File: config.mk
export PLATFORM = sky130hd
export DESIGN_NAME = tanh_lut_interpolator_flat
export DESIGN_NICKNAME = d
export VERILOG_FILES = /design/src/hdl/tli_pkg.sv /design/src/hdl/tli_stream_if.sv /design/src/hdl/tanh_lut_interpolator.sv /design/src/hdl/tli_core.sv /design/src/flat_wrapper.sv
export SDC_FILE = /design/constraint.sdc
export NUM_CORES = 1
export LEC_CHECK = 0
export BUFFER_PORTS_ARGS = -buffer_cell sky130_fd_sc_hd__clkbuf_2
export CAP_MARGIN = 20
export CORE_MARGIN = 3
export CORE_UTILIZATION = 67
export CTS_CLUSTER_SIZE = 40
export DETAILED_ROUTE_END_ITERATION = 16
export MAX_ROUTING_LAYER = met4
export PLACE_DENSITY = 0.95
export SYNTH_ARGS = -nofsm -noshare
export SYNTH_HDL_FRONTEND = slang
export SYNTH_SLANG_ARGS = --single-unit
File: constraint.sdc
create_clock -name clk -period 19.45 [get_ports clk]
set_input_delay 1.945 -clock clk [delete_from_list [all_inputs] [get_ports clk]]
set_output_delay 1.945 -clock clk [all_outputs]
set_load 0.03 [all_outputs]
File: src/hdl/tli_pkg.sv
// Package for the piecewise-linear tanh interpolator.
// Holds widths, segment limits and the base and slope tables as functions.
// No dependencies; every other file of the block uses it by scoped names.
`default_nettype none

package tli_pkg;

  localparam int unsigned ACT_W   = 32;
  localparam int unsigned TANH_W  = 16;
  localparam int unsigned IDX_W   = 11;
  localparam int unsigned SEG_W   = 6;
  localparam int unsigned FRAC_W  = 16;
  localparam int unsigned BASE_W  = 15;
  localparam int unsigned SLOPE_W = 12;

  // Index 40 is the last segment that still interpolates.
  localparam logic [IDX_W-1:0]  LAST_INDEX = 11'd40;
  // Upper half of the saturation word 0x7FFFFFFF.
  localparam logic [TANH_W-1:0] SAT_MAG    = 16'h7FFF;

  function automatic logic [BASE_W-1:0] seg_base(input logic [SEG_W-1:0] seg);
    logic [BASE_W-1:0] b;
    unique case (seg)
      6'd0:  b = 15'd0;     6'd1:  b = 15'd4075;  6'd2:  b = 15'd8025;
      6'd3:  b = 15'd11743; 6'd4:  b = 15'd15143; 6'd5:  b = 15'd18173;
      6'd6:  b = 15'd20813; 6'd7:  b = 15'd23066; 6'd8:  b = 15'd24956;
      6'd9:  b = 15'd26519; 6'd10: b = 15'd27797; 6'd11: b = 15'd28830;
      6'd12: b = 15'd29660; 6'd13: b = 15'd30322; 6'd14: b = 15'd30847;
      6'd15: b = 15'd31262; 6'd16: b = 15'd31589; 6'd17: b = 15'd31846;
      6'd18: b = 15'd32048; 6'd19: b = 15'd32206; 6'd20: b = 15'd32329;
      6'd21: b = 15'd32426; 6'd22: b = 15'd32501; 6'd23: b = 15'd32560;
      6'd24: b = 15'd32606; 6'd25: b = 15'd32642; 6'd26: b = 15'd32670;
      6'd27: b = 15'd32691; 6'd28: b = 15'd32708; 6'd29: b = 15'd32721;
      6'd30: b = 15'd32732; 6'd31: b = 15'd32740; 6'd32: b = 15'd32746;
      6'd33: b = 15'd32751; 6'd34: b = 15'd32755; 6'd35: b = 15'd32758;
      6'd36: b = 15'd32760; 6'd37: b = 15'd32762; 6'd38: b = 15'd32763;
      6'd39: b = 15'd32764; 6'd40: b = 15'd32765;
      default: b = '0;
    endcase
    return b;
  endfunction

  function automatic logic [SLOPE_W-1:0] seg_slope(input logic [SEG_W-1:0] seg);
    logic [SLOPE_W-1:0] s;
    unique case (seg)
      6'd0:  s = 12'd4075; 6'd1:  s = 12'd3950; 6'd2:  s = 12'd3718;
      6'd3:  s = 12'd3400; 6'd4:  s = 12'd3030; 6'd5:  s = 12'd2640;
      6'd6:  s = 12'd2253; 6'd7:  s = 12'd1890; 6'd8:  s = 12'd1563;
      6'd9:  s = 12'd1278; 6'd10: s = 12'd1033; 6'd11: s = 12'd830;
      6'd12: s = 12'd662;  6'd13: s = 12'd525;  6'd14: s = 12'd415;
      6'd15: s = 12'd327;  6'd16: s = 12'd257;  6'd17: s = 12'd202;
      6'd18: s = 12'd158;  6'd19: s = 12'd123;  6'd20: s = 12'd97;
      6'd21: s = 12'd75;   6'd22: s = 12'd59;   6'd23: s = 12'd46;
      6'd24: s = 12'd36;   6'd25: s = 12'd28;   6'd26: s = 12'd21;
      6'd27: s = 12'd17;   6'd28: s = 12'd13;   6'd29: s = 12'd11;
      6'd30: s = 12'd8;    6'd31: s = 12'd6;    6'd32: s = 12'd5;
      6'd33: s = 12'd4;    6'd34: s = 12'd3;    6'd35: s = 12'd2;
      6'd36: s = 12'd2;    6'd37: s = 12'd1;    6'd38: s = 12'd1;
      6'd39: s = 12'd1;    6'd40: s = 12'd2;
      default: s = '0;
    endcase
    return s;
  endfunction

endpackage

`default_nettype wire

File: src/hdl/tli_stream_if.sv
// Valid/ready stream interfaces for the tanh interpolator's input and result words.
// Depends on tli_pkg for the payload widths.
`default_nettype none

interface tli_in_if;
  logic                                valid;
  logic                                ready;
  logic signed [tli_pkg::ACT_W-1:0]    activation_fixed;

  modport source (output valid, output activation_fixed, input ready);
  modport sink   (input valid, input activation_fixed, output ready);
endinterface

interface tli_out_if;
  logic                                valid;
  logic                                ready;
  logic signed [tli_pkg::TANH_W-1:0]   tanh_value;

  modport source (output valid, output tanh_value, input ready);
  modport sink   (input valid, input tanh_value, output ready);
endinterface

`default_nettype wire

File: src/hdl/tanh_lut_interpolator.sv
// Top level of the piecewise-linear tanh interpolator: input register, datapath, result register.
// Depends on tli_pkg, the stream interfaces in tli_stream_if and the datapath tli_core.
`default_nettype none

//  channel  | direction | payload                               | handshake
//  in_word  | in        | activation_fixed, signed 8.24, 32 bit | valid/ready
//  out_word | out       | tanh_value, signed 1.15, 16 bit       | valid/ready
//
// Throughput is one word per cycle while out_word does not stall; the
// accepting edge loads the input register, and the result register then
// loads from the single-pass datapath between them as soon as it can take
// a word.
// Reset (rst_n low, synchronous) empties both registers; payload is not reset.
// When out_word stalls, the result holds; the input register still takes a
// word as long as it is empty, so in_word.ready only drops once both
// stages are full.

module tanh_lut_interpolator (
  input  wire logic clk,
  input  wire logic rst_n,
  tli_in_if.sink    in_word,
  tli_out_if.source out_word
);

  logic                                   in_valid_r;
  logic signed [tli_pkg::ACT_W-1:0]       act_r;
  logic                                   out_valid_r;
  logic signed [tli_pkg::TANH_W-1:0]      tanh_r;
  logic signed [tli_pkg::TANH_W-1:0]      tanh_nxt;
  logic                                   out_en;
  logic                                   in_en;

  // The result register can load when empty or when its word is being taken;
  // the input register can load when empty or when it hands on its word.
  assign out_en = !out_valid_r || out_word.ready;
  assign in_en  = !in_valid_r || out_en;

  assign in_word.ready       = in_en;
  assign out_word.valid      = out_valid_r;
  assign out_word.tanh_value = tanh_r;

  always_ff @(posedge clk) begin
    if (!rst_n) begin
      in_valid_r <= 1'b0;
    end else if (in_en) begin
      in_valid_r <= in_word.valid;
    end
  end

  always_ff @(posedge clk) begin
    if (in_en && in_word.valid) begin
      act_r <= in_word.activation_fixed;
    end
  end

  tli_core u_core (
    .activation_fixed (act_r),
    .tanh_value       (tanh_nxt)
  );

  always_ff @(posedge clk) begin
    if (!rst_n) begin
      out_valid_r <= 1'b0;
    end else if (out_en) begin
      out_valid_r <= in_valid_r;
    end
  end

  always_ff @(posedge clk) begin
    if (out_en && in_valid_r) begin
      tanh_r <= tanh_nxt;
    end
  end

endmodule

`default_nettype wire

File: src/hdl/tli_core.sv
// Combinational datapath: absolute value, segment lookup, one multiply-add, saturation, sign restore.
// Depends on tli_pkg for widths, the segment limit and the tables.
`default_nettype none

module tli_core (
  input  wire logic signed [tli_pkg::ACT_W-1:0]  activation_fixed,
  output logic signed [tli_pkg::TANH_W-1:0]      tanh_value
);

  logic                                              neg;
  logic [tli_pkg::ACT_W-1:0]                         mag;
  logic [tli_pkg::IDX_W-1:0]                         idx;
  logic [tli_pkg::SEG_W-1:0]                         seg;
  logic [tli_pkg::FRAC_W-1:0]                        frac;
  logic [tli_pkg::FRAC_W+tli_pkg::SLOPE_W-1:0]       prod;
  logic [tli_pkg::ACT_W-1:0]                         word;
  logic [tli_pkg::TANH_W-1:0]                        mag_out;

  always_comb begin
    neg  = activation_fixed[tli_pkg::ACT_W-1];
    // The most negative input negates to itself; its index is far above
    // the last segment, so it saturates like any large magnitude.
    mag  = neg ? (tli_pkg::ACT_W'(0) - $unsigned(activation_fixed))
               : $unsigned(activation_fixed);
    idx  = mag[tli_pkg::ACT_W-1 -: tli_pkg::IDX_W];
    seg  = idx[tli_pkg::SEG_W-1:0];
    frac = mag[tli_pkg::FRAC_W+4:5];
    prod = {{tli_pkg::SLOPE_W{1'b0}}, frac}
         * {{tli_pkg::FRAC_W{1'b0}}, tli_pkg::seg_slope(seg)};
    word = {1'b0, tli_pkg::seg_base(seg), 16'h0000}
         + {4'h0, prod};
    if (idx > tli_pkg::LAST_INDEX) begin
      mag_out = tli_pkg::SAT_MAG;
    end else begin
      mag_out = word[tli_pkg::ACT_W-1 -: tli_pkg::TANH_W];
    end
    tanh_value = neg ? $signed(tli_pkg::TANH_W'(0) - mag_out) : $signed(mag_out);
  end

endmodule

`default_nettype wire

File: src/flat_wrapper.sv
// flat-port wrapper written by rule: the top's interface ports become plain ports
module tanh_lut_interpolator_flat 
  (clk, rst_n, in_word_valid, in_word_activation_fixed, in_word_ready, out_word_valid, out_word_tanh_value, out_word_ready);
  tli_in_if in_word_i ();
  tli_out_if out_word_i ();
  input  wire logic clk;
  input  wire logic rst_n;
  input wire logic [$bits(in_word_i.valid)-1:0] in_word_valid;
  input wire logic [$bits(in_word_i.activation_fixed)-1:0] in_word_activation_fixed;
  output wire logic [$bits(in_word_i.ready)-1:0] in_word_ready;
  output wire logic [$bits(out_word_i.valid)-1:0] out_word_valid;
  output wire logic [$bits(out_word_i.tanh_value)-1:0] out_word_tanh_value;
  input wire logic [$bits(out_word_i.ready)-1:0] out_word_ready;
  assign in_word_i.valid = in_word_valid;
  assign in_word_i.activation_fixed = in_word_activation_fixed;
  assign in_word_ready = in_word_i.ready;
  assign out_word_valid = out_word_i.valid;
  assign out_word_tanh_value = out_word_i.tanh_value;
  assign out_word_i.ready = out_word_ready;
  tanh_lut_interpolator u_core (.clk(clk), .rst_n(rst_n), .in_word(in_word_i), .out_word(out_word_i));
endmodule
# ---- After elaboration in Yosys (flattened, before gate mapping)
# Memory sizes are Yosys's and may differ from the RTL's.
# Cells that the tools add are included.
# Widths: inputs -> output; s select.
dict set report op_classes {
  add_sub_neg 3
  multipliers 1
  n_mux 3
  reduce_logical 6
  order_cmp 1
}
# op count
set ops {}
lappend ops {{$add 31x28->32} 1}
lappend ops {{$mux 16} 2}
lappend ops {{$mux 32} 1}
lappend ops {{$sub 1x32->32 const A} 1}
lappend ops {{$mul 16x12->28} 1}
lappend ops {{$sub 1x16->16 const A} 1}
lappend ops {{$gt 11x6->1 const B} 1}
lappend ops {{$logic_and 1x1->1} 2}
lappend ops {{$logic_not 1->1} 2}
lappend ops {{$logic_or 1x1->1} 2}
dict set report word_totals {
  elab_cells 20
  mem_count 2
  mem_bits_ro 1728
  input_bits 36
  out_inout_bits 18
  regBits 50
}
# name depth width rd rd_clocked_by_memory_dff wr line
set mem_list {}
lappend mem_list {{(no name shown)} 64 15 1 0 0 tli_pkg.sv:23} ;# unique case (seg)
lappend mem_list {{(no name shown)} 64 12 1 0 0 tli_pkg.sv:45} ;# unique case (seg)

# ---- Longest topological paths before layout
# An unclocked memory read counts as a cell.
dict set report depth {
  depth_word 8
  depth_mapped 40
  ltp_nobuf 38
}

# ---- Cells and area by module
# From an unflattened synthesis, not the netlist that was laid out.
dict set report hier_totals {
  hier_cells 1277
  hier_area_um2 10812.9
}
# mod cells_per_inst instances area_each_um2 seq_area_each_um2
set modules_own_cells {}
lappend modules_own_cells {tli_core 1220 1 9267.6 0.0}
lappend modules_own_cells {tanh_lut_interpolator 57 1 1545.2 1481.4}

# ---- Least setup slack after synthesis
# Ideal clock, no wire load.
dict set report synth_timing {
  kind {register to register}
  startpoint {register u_core.act_r[5] in the netlist's numbering}
  endpoint {register u_core.tanh_r (netlist bit u_core.out_word.tanh_value[15]) (data pin)}
  setup_time_ps 158
  setup_slack_ps 10300
  stages_incl_launch_ff 36
  n_path_buf 5
  period_less_slack_ps 9150
  t_arrival_ps 8992
  path_cell_list {edfxtp_1 > or4_1 > or3_1 > buf_2 > buf_6 > o31ai_2 > xnor2_1 > ha_1 > clkbuf_1 > nand2b_1 > nor3b_1 > a31oi_1 > o21ai_0 > and2_1 > buf_2 > nand2_1 > fa_1 > inv_1 > fa_1 > fa_1 > fa_1 > inv_1 > fa_1 > inv_1 > ha_1 > clkbuf_1 > a21oi_1 > o21ai_0 > a211o_1 > or3_1 > o21a_1 > a21oi_2 > xnor2_1 > nor3_1 > or3b_1 > a211oi_2}
}
dict set report synth_via {
  elab_chain_len 8
}
# item line
set synth_rtl {}
lappend synth_rtl {{from (decl)} tanh_lut_interpolator.sv:26} ;# logic signed [tli_pkg::ACT_W-1:0] act_r;
lappend synth_rtl {{from (signal assigned)} tanh_lut_interpolator.sv:52} ;# act_r <= in_word.activation_fixed;
lappend synth_rtl {{$sub 1x32->32} tli_core.sv:23} ;# mag = neg ? (tli_pkg::ACT_W'(0) - $unsigned(activation_fixed))
lappend synth_rtl {{$mux 32 *} tli_core.sv:23}
lappend synth_rtl {{$mem_v2 64x12} -}
lappend synth_rtl {{$mul 16x12->28} tli_core.sv:29} ;# * {{tli_pkg::FRAC_W{1'b0}}, tli_pkg::seg_slope(seg)};
lappend synth_rtl {{$add 31x28->32} tli_core.sv:31} ;# + {4'h0, prod};
lappend synth_rtl {{$mux 16 *} tli_core.sv:32} ;# if (idx > tli_pkg::LAST_INDEX) begin
lappend synth_rtl {{$sub 1x16->16} tli_core.sv:37} ;# tanh_value = neg ? $signed(tli_pkg::TANH_W'(0) - mag_out) : $signed(mag_out);
lappend synth_rtl {{$mux 16 *} tli_core.sv:37}
lappend synth_rtl {{net u_core.tanh_nxt, one bit} tanh_lut_interpolator.sv:29} ;# logic signed [tli_pkg::TANH_W-1:0] tanh_nxt;
lappend synth_rtl {{to (signal assigned)} tanh_lut_interpolator.sv:71} ;# tanh_r <= tanh_nxt;
lappend synth_rtl {{to (decl)} tanh_lut_interpolator.sv:28} ;# logic signed [tli_pkg::TANH_W-1:0] tanh_r;
# Mark *: on every way through the listed nets, which the timed path passes. The rest lies on a longest branch.
# A chain may end at the register's enable or synchronous reset.

# ---- Final worst setup path
dict set report layout_timing {
  startpoint {register u_core.act_r[5] in the netlist's numbering}
  endpoint {register u_core.tanh_r (netlist bit u_core.out_word.tanh_value[11]) (data pin)}
}
# Same word-level chain as after synthesis.

==> metrics.txt <==
Int Pwr 684.2 uW; Most common cell on crit path fa_1; total gr overflow 0; post-cts gate resize count 0; switching power around 920 uW; Worst Tran Pin Value between 1 and 1.5 ns; die width roughly 130 um; row cnt 45; Critical R2R Launch u_core.act_r[5]; worst skew pair latency a little over 0.3 ns; Detail Placement HPWL between 20 and 25 mm; setup TNS 0 ns; final hold violation count 0; fin crit period roughly 11 ns; WP data required 19.53 ns; Hold/Removal Path Class flip-flop to flip-flop; die area about 18000 um2; worst-path fanout max 16; number of diodes 0; Synth Instances between 1000 and 1500; Synth Net Count ~1600; clk sinks 50; vias in the first global route around 9900; Final Skew around 0.014 ns; core area approximately 15000 um2; Final ANT Viol Nets 0; Lkg Pwr about 5.2 nW; largest net degree at the start of global routing 49; IO Port Bufs 53; initial antenna violation count 0; Switching Share 0.5730; sequential area share after synthesis 0.1379; Post-Route WL 30.18 mm; Post-synth ARST share 0; part of the power in registers 0.084; Max VDD drop roughly 0.13 mV; Most used DFF post-synth edfxtp_1; most common cell after layout, fill and taps aside inv_1; Critical Path Start Type flip-flop; P&R area growth vs syn 5.161%; Initial DRC Count 1085; Avg Cell Area, Syn 8.410 um2; most frequent cells in the layout 204 x inv_1, 151 x fa_1, 145 x nor2_1; drt pass-1 iters 12; Post-synth EDFFs between 40 and 50; final critical-path share of the clock period 0.5634; combinational fraction of design power 0.857; cts bufs inserted 5; Reg clk slew, reported paths around 0.080 ns; Crit Path Category flip-flop to flip-flop; max cap viols 0; Worst path slowest cell a31oi_2; Fmax a little over 90 MHz; Hold Worst Slack just over 0.5 ns; first-pass GRT wire length approximately 50 mm; clock power share 0.059; final setup violation count 0; worst setup path start u_core.act_r[5]; layout cells sized above 1 0.08810; nets roughly 1600; fillers 1118; pwr dens 141.9 nW/um2; CTS max path bufs 2; Seq cells post-synth 50; vias per cell about 6.4; gr usage total 0.3647; Post-CTS Setup Bufs 0; fin util 0.7320; Syn Std Cell Area between 10000 and 15000 um2; synth warn 0; DRC violations left 0; RSZ-0062 raised after global routing no; Die Y roughly 130 um; Slew HR 0.2220; drt wl/cell around 20 um; Clock Root Buffer clkbuf_16; synth unique cells ~80; gpl congestion between 1 and 1.5; I/O pin cnt between 50 and 60; CP arrival between 10 and 15 ns; H-tree depth 2; CTS Hold Bufs 0; via count 9666; TritonCTS clock tree yes; nature of the critical path endpoint flip-flop; worst hold start u_core.in_valid_r; Slew Limit Fails 0; Initial Util 0.6961; outcome finished clean; max incr delay on CP about 0.83 ns
stage by stage:
stage	area [um2]	std cells	setup WS (ns)	total power [mW]
after floorplan	10740	1277	10.30	1.152
after global placement	11130	1495	8.854	1.394
after detailed placement	11130	1495	8.791	1.462
after CTS	11280	1503	8.779	1.566
after global routing	11290	1505	7.884	1.772
final	11290	1505	8.492	1.602
sequential cells by signal, indices dropped and copies added (netlist names):
name and cells:
u_core.act_r 32, u_core.in_valid_r 1, u_core.out_word.valid 1, u_core.out_word.tanh_value 16
cell type report:
cell class	count	area (um2)	area share
clock buffer	5	125.1	0.01108
clock inverter	3	20.02	0.001773
inverter	206	773.2	0.06847
multi-input combinational	964	8267	0.7320
sequential	50	1481	0.1312
tap	211	264.0	0.02338
timing repair buffer	66	362.8	0.03213
power groups by stage:
stage | clock network [mW] | registers (mW) | logic [mW]
finish | 0.0952 | 0.135 | 1.37
detailed placement | 0 | 0.137 | 1.33
global placement | 0 | 0.136 | 1.26
floorplan | 0 | 0.141 | 1.01
CTS | 0.0950 | 0.134 | 1.34
global route | 0.0999 | 0.136 | 1.54
cell families after synthesis:
logic type | after synthesis | share of synthesized area
simple gates | 430 | 0.1875
buf+inv | 263 | 0.09542
compound gates | 240 | 0.1476
fa+ha+maj | 237 | 0.3817
xor+xnor | 50 | 0.04323
flops | 50 | 0.1379
mux | 7 | 0.006641
worst max-delay path, delay by kind of cell, from the launching register on:
| family | cells | cell delay, ns |
|---|---|---|
| adders and majority gates | 7 | 3.21 |
| xor gates and xnor gates | 1 | 0.52 |
| and+or+nand+nor | 9 | 2.61 |
| AOI/OAI and AO/OA | 10 | 3.49 |
| DFF | 1 | 0.44 |
| buffers and inverters | 3 | 0.43 |
final timing paths:
check	endpoint	slack (ns)	cells after the start
worst max-delay path	u_core.out_word.tanh_value[11]	8.49	30
worst min-delay path	u_core.out_word.valid	0.52	1
worst max register to register	u_core.out_word.tanh_value[11]	8.49	30
worst min register to register	u_core.out_word.valid	0.52	1
synthesized netlist by cell type, types with 22 or more instances:
cell type,instances,area (um2)
inv_1,204,765.7
fa_1,151,3023
nor2_1,145,544.3
nand2_1,128,480.5
ha_1,86,1076
a21oi_1,65,325.3
o21ai_0,60,300.3
edfxtp_1,48,1441
clkbuf_1,35,131.4
xnor2_1,24,210.2
xor2_1,24,210.2
nand2b_1,23,143.9
nand3_1,22,110.1
per-layer routing:
layer	vias to the layer above	wire length (um)	global-route usage
met5	-	0	-
met4	0	1891	0.2032
met3	160	2750	0.05779
met2	645	14520	0.5817
met1	4622	11020	0.4460
li1	4239	-	-
No activity file was read; power rests on OpenSTA's default activity.
